### src/hdl/lsp_pkg.sv
`default_nettype none
package lsp_pkg;

  localparam int POS_W      = 17;
  localparam int FRAME_IN_W = 16;
  localparam int DELAY_W    = 24;
  localparam int CFG_IDX_W  = 3;
  localparam int CFG_DATA_W = 24;
  localparam int OUTQ_DEPTH = 4;
  localparam int OUTQ_PTR_W = 2;
  localparam int OUTQ_CNT_W = 3;

  localparam logic CMD_LOAD = 1'b0;
  localparam logic CMD_TICK = 1'b1;

  localparam logic [CFG_IDX_W-1:0] CFG_LOOP_ENABLE   = 3'd0;
  localparam logic [CFG_IDX_W-1:0] CFG_AUTO_REWIND   = 3'd1;
  localparam logic [CFG_IDX_W-1:0] CFG_LOOP_DELAY    = 3'd2;
  localparam logic [CFG_IDX_W-1:0] CFG_FILE_LENGTH   = 3'd3;
  localparam logic [CFG_IDX_W-1:0] CFG_FILE_CHANNELS = 3'd4;
  localparam logic [CFG_IDX_W-1:0] CFG_OUT_CHANNELS  = 3'd5;

  typedef struct packed {
    logic             ch;
    logic             playing;
    logic [POS_W-1:0] pos;
    logic             last;
  } lsp_meta_t;

endpackage
`default_nettype wire

### src/hdl/lsp_outq.sv
`default_nettype none
module lsp_outq #(
  parameter int SAMPLE_BITS = 24
) (
  input  wire logic                             clk,
  input  wire logic                             rst_n,
  input  wire logic                             push,
  input  wire lsp_pkg::lsp_meta_t               push_meta,
  input  wire logic [SAMPLE_BITS-1:0]           push_sample,
  output logic                                  head_valid,
  input  wire logic                             pop_ready,
  output lsp_pkg::lsp_meta_t                    head_meta,
  output logic [SAMPLE_BITS-1:0]                head_sample,
  output logic [lsp_pkg::OUTQ_CNT_W-1:0]        count
);

  lsp_pkg::lsp_meta_t             meta_q   [lsp_pkg::OUTQ_DEPTH];
  logic [SAMPLE_BITS-1:0]         sample_q [lsp_pkg::OUTQ_DEPTH];
  logic [lsp_pkg::OUTQ_PTR_W-1:0] wr_ptr_r, rd_ptr_r;
  logic [lsp_pkg::OUTQ_CNT_W-1:0] cnt_r;
  logic                           pop;

  assign pop         = head_valid && pop_ready;
  assign head_valid  = (cnt_r != '0);
  assign head_meta   = meta_q[rd_ptr_r];
  assign head_sample = sample_q[rd_ptr_r];
  assign count       = cnt_r;

  always_ff @(posedge clk) begin
    if (push) begin
      meta_q[wr_ptr_r]   <= push_meta;
      sample_q[wr_ptr_r] <= push_sample;
    end
  end

  always_ff @(posedge clk) begin
    if (!rst_n) begin
      wr_ptr_r <= '0;
      rd_ptr_r <= '0;
      cnt_r    <= '0;
    end else begin
      if (push) begin
        wr_ptr_r <= wr_ptr_r + 1'b1;
      end
      if (pop) begin
        rd_ptr_r <= rd_ptr_r + 1'b1;
      end
      if (push && !pop) begin
        cnt_r <= cnt_r + 1'b1;
      end else if (pop && !push) begin
        cnt_r <= cnt_r - 1'b1;
      end
    end
  end

endmodule
`default_nettype wire

### config.mk
export PLATFORM = sky130hd
export DESIGN_NAME = lsp_outq
export DESIGN_NICKNAME = d
export VERILOG_FILES = /design/src/hdl/lsp_pkg.sv /design/src/hdl/lsp_outq.sv
export SDC_FILE = /design/constraint.sdc
export NUM_CORES = 1
export LEC_CHECK = 0
export ABC_AREA = 1
export BUFFER_PORTS_ARGS = -buffer_cell sky130_fd_sc_hd__buf_2
export CELL_PAD_IN_SITES_DETAIL_PLACEMENT = 0
export CELL_PAD_IN_SITES_GLOBAL_PLACEMENT = 2
export CORE_MARGIN = 1.5
export CORE_UTILIZATION = 43
export DETAILED_ROUTE_END_ITERATION = 10
export PLACE_DENSITY = 0.93
export SYNTH_ARGS = -nofsm -noshare
export SYNTH_HDL_FRONTEND = slang
export SYNTH_SLANG_ARGS = --single-unit
### constraint.sdc
create_clock -name clk -period 3.6 [get_ports clk]
set_clock_uncertainty 0.2 [all_clocks]
set_input_delay 0.72 -clock clk [delete_from_list [all_inputs] [get_ports clk]]
set_output_delay 0.72 -clock clk [all_outputs]
set_load 0.005 [all_outputs]
==> results.py <==
metrics = {
    "setup_path": {
        "r2r_start": "wr_ptr_r[0]",
        "cp_data_arrival_time_ns": 2.17,
        "worstPathCellList": "inv_6 -> o21ai_0 -> o22ai_1 -> buf_2",
        "critPathSlowestCell": "inv_6",
        "crit_buf_inv": 2,
        "path_class": "reg2out",
        "slowest_delay_ns": 0.57,
        "crit_family": "buffers and inverters",
        "critPathMaxFanout": 88,
        "crit_required_ns": 2.68,
        "critPathLaunchType": "register",
        "cp-end-kind": "output pin",
    },
    "placed_design": {
        "placed_area_um2": 7660,
        "dp_hpwl_um": 7890,
        "gp_congestion": 0.699,
        "place_inst": 774,
        "pre_cts_slack_ns": 0.941,
        "port_buffers": 95,
    },
    "sta": {
        "relSlewSlack_pct": 25.5,
        "max_clock_freq_mhz": 323,
        "final-setup-viol-count": 0,
        "hold_slack_ns": 0.302,
        "rsz0062_at_grt": "no",
        "tns_ns": 0,
        "fin_ws_ns": 0.506,
        "min_period_ns": 3.09,
        "fin_crit_sh_pct": 85.9,
        "hold_viol": 0,
        "drv_slew": 0,
        "worstMarginPinSlew_ns": 1.12,
    },
    "route": {
        "ant_nets": 0,
        "viasPerCell": 5.16,
        "drt_wl_total_um": 14000,
        "dr.pass1.iters": 4,
        "vias": 4156,
        "drc": 0,
        "wl_per_cell_um": 17.4,
        "drt_iter0_drc": 228,
    },
    "die": {
        "core_um2": 15900,
        "die_area_um2": 17200,
        "start_util_pct": 44.3,
        "ios": 96,
        "rows": 46,
        "fp.dieW_um": 131,
        "die_y_um": 131,
    },
    "layout": {
        "fin_nets": 631,
        "finalInstanceArea_um2": 8170,
        "area_growth_pct": 15.6,
        "drive_gt1_share_pct": 25.8,
        "fin_util_pct": 51.2,
        "finalNonFillerCells": 805,
        "final_common_cell": "edfxtp_1",
        "final_cell_mix": "176 x edfxtp_1, 95 x buf_2, 85 x o21ai_0",
        "n_antenna_cell": 0,
    },
    "clocking": {
        "clk_pin_slew_ns": 0.06,
        "numClockSinks": 185,
        "htreeDepth": 4,
        "clockBufferDepth": 2,
        "post-cts-setup-buffer-count": 0,
        "cts_buffers": 17,
        "ctsHoldBuffers": 0,
        "cts_tree": "built",
        "cts_root_buffer": "clkbuf_16",
        "cts_resized": 0,
        "clk_latency_ns": 0.41,
    },
    "power": {
        "pwr-share-comb_pct": 17.2,
        "clkPwrFrac_pct": 32.1,
        "p_seq_share_pct": 50.7,
        "p_switching_mw": 1.37,
        "power.total_mw": 5.04,
        "p_int_mw": 3.67,
        "ir_worst_vdd_v": 0.000424,
        "sw_frac_of_total_pct": 27.2,
        "leakagePower_nw": 2.88,
        "power.density_nw_per_um2": 617,
    },
    "synth": {
        "synth-main-ff-cell": "edfxtp_1",
        "synth.distinct_cells": 21,
        "synth_edf_count": 176,
        "synth_seq_cells": 185,
        "syn_avg_cell_area_um2": 14.5,
        "ys_seq_area_share_pct": 77.3,
        "synth_cells": 488,
        "syn_area_um2": 7070,
        "yosys_warnings": 0,
        "syn-num-nets": 542,
        "synthArstFlopShare_pct": 0,
    },
    "global_route": {
        "grt_pass1_vias": 4139,
        "grt_max_degree": 89,
        "met1_usage_pct": 20.7,
        "grt_usage_pct": 16.7,
        "met2_usage_pct": 28.1,
        "busiest_layer": "met2",
        "met3_usage_pct": 4.71,
        "grt_overflow": 0,
        "antenna_found_initial": 0,
        "grt_pass1_wl_um": 21900,
    },
    "min_path": {
        "hp-start": "rd_ptr_r[0]",
        "min_path_type": "reg2reg",
    },
    "status": {
        "outcome": "complete, no violations",
    },
    "flow_run": {
        "cap_violations": 0,
    },
}
sequential cells by signal (all words and copies together), names as in the netlist, named ones only:
register and cells:
rd_ptr_r 2, wr_ptr_r 2, meta_q 80, count 3
sample_q 96
final timing paths:
check	end	slack, ns	cells past startpoint
setup / recovery	head_meta[18]	0.51	4
hold / removal	register	0.30	2
setup reg to reg	meta_q[2][15]	1.51	4
hold reg to reg	register	0.30	2
power by group through the flow:
stage	Combinational, mW	Sequential [mW]	Clock (mW)
finish	0.868	2.56	1.62
global route	0.967	2.57	1.73
CTS	0.880	2.56	1.65
detailed placement	0.877	2.60	0
global placement	0.850	2.60	0
floorplan	0.590	2.55	0
logic make-up (layout without fill, tap and decap cells):
group                      after synthesis  count (layout)  share of synthesized area [%]
AOI/OAI and AO/OA                      142             142                           11.7
DFF                                    185             185                           77.3
and+or+nand+nor                        111             111                           6.30
buffers and inverters                   44             145                           3.47
adders and majority gates                6               6                           1.17
cells in the mapped netlist (6+ instances only):
| library cell | n | share of area [%] |
|---|---|---|
| edfxtp_1 | 176 | 75 |
| o21ai_0 | 85 | 6.0 |
| nor2_1 | 83 | 4.4 |
| o22ai_1 | 34 | 3.0 |
| buf_2 | 18 | 1.3 |
| inv_1 | 15 | 0.80 |
| nand2_1 | 15 | 0.80 |
| nor2_2 | 10 | 0.89 |
| o22ai_2 | 10 | 1.8 |
| dfxtp_1 | 9 | 2.5 |
| o21ai_1 | 7 | 0.50 |
| a21oi_1 | 6 | 0.42 |
layer usage:
layer | wire length, um | vias up | share of wire [%]
met5 | 0 | - | 0
met4 | 178 | 0 | 1.3
met1 | 6020 | 2035 | 43
met2 | 7060 | 119 | 50
li1 | - | 1987 | -
met3 | 742 | 15 | 5.3
layout make-up:
cell class | count | area, um2
multi-input combinational | 259 | 1360
fill | 1384 | 7780
timing repair buffer | 97 | 490
inverter | 17 | 68.8
clock buffer | 18 | 429
tap | 216 | 270
clock inverter | 13 | 81.3
sequential | 185 | 5470
worst register-to-register path: cells and delay by family (launching register included):
family        cells  cell delay (ns)
buf+inv           2             0.92
fa+ha+maj         1             0.17
simple gates      1             0.07
flops             1             0.33
Power figures use the tool's default switching activity.
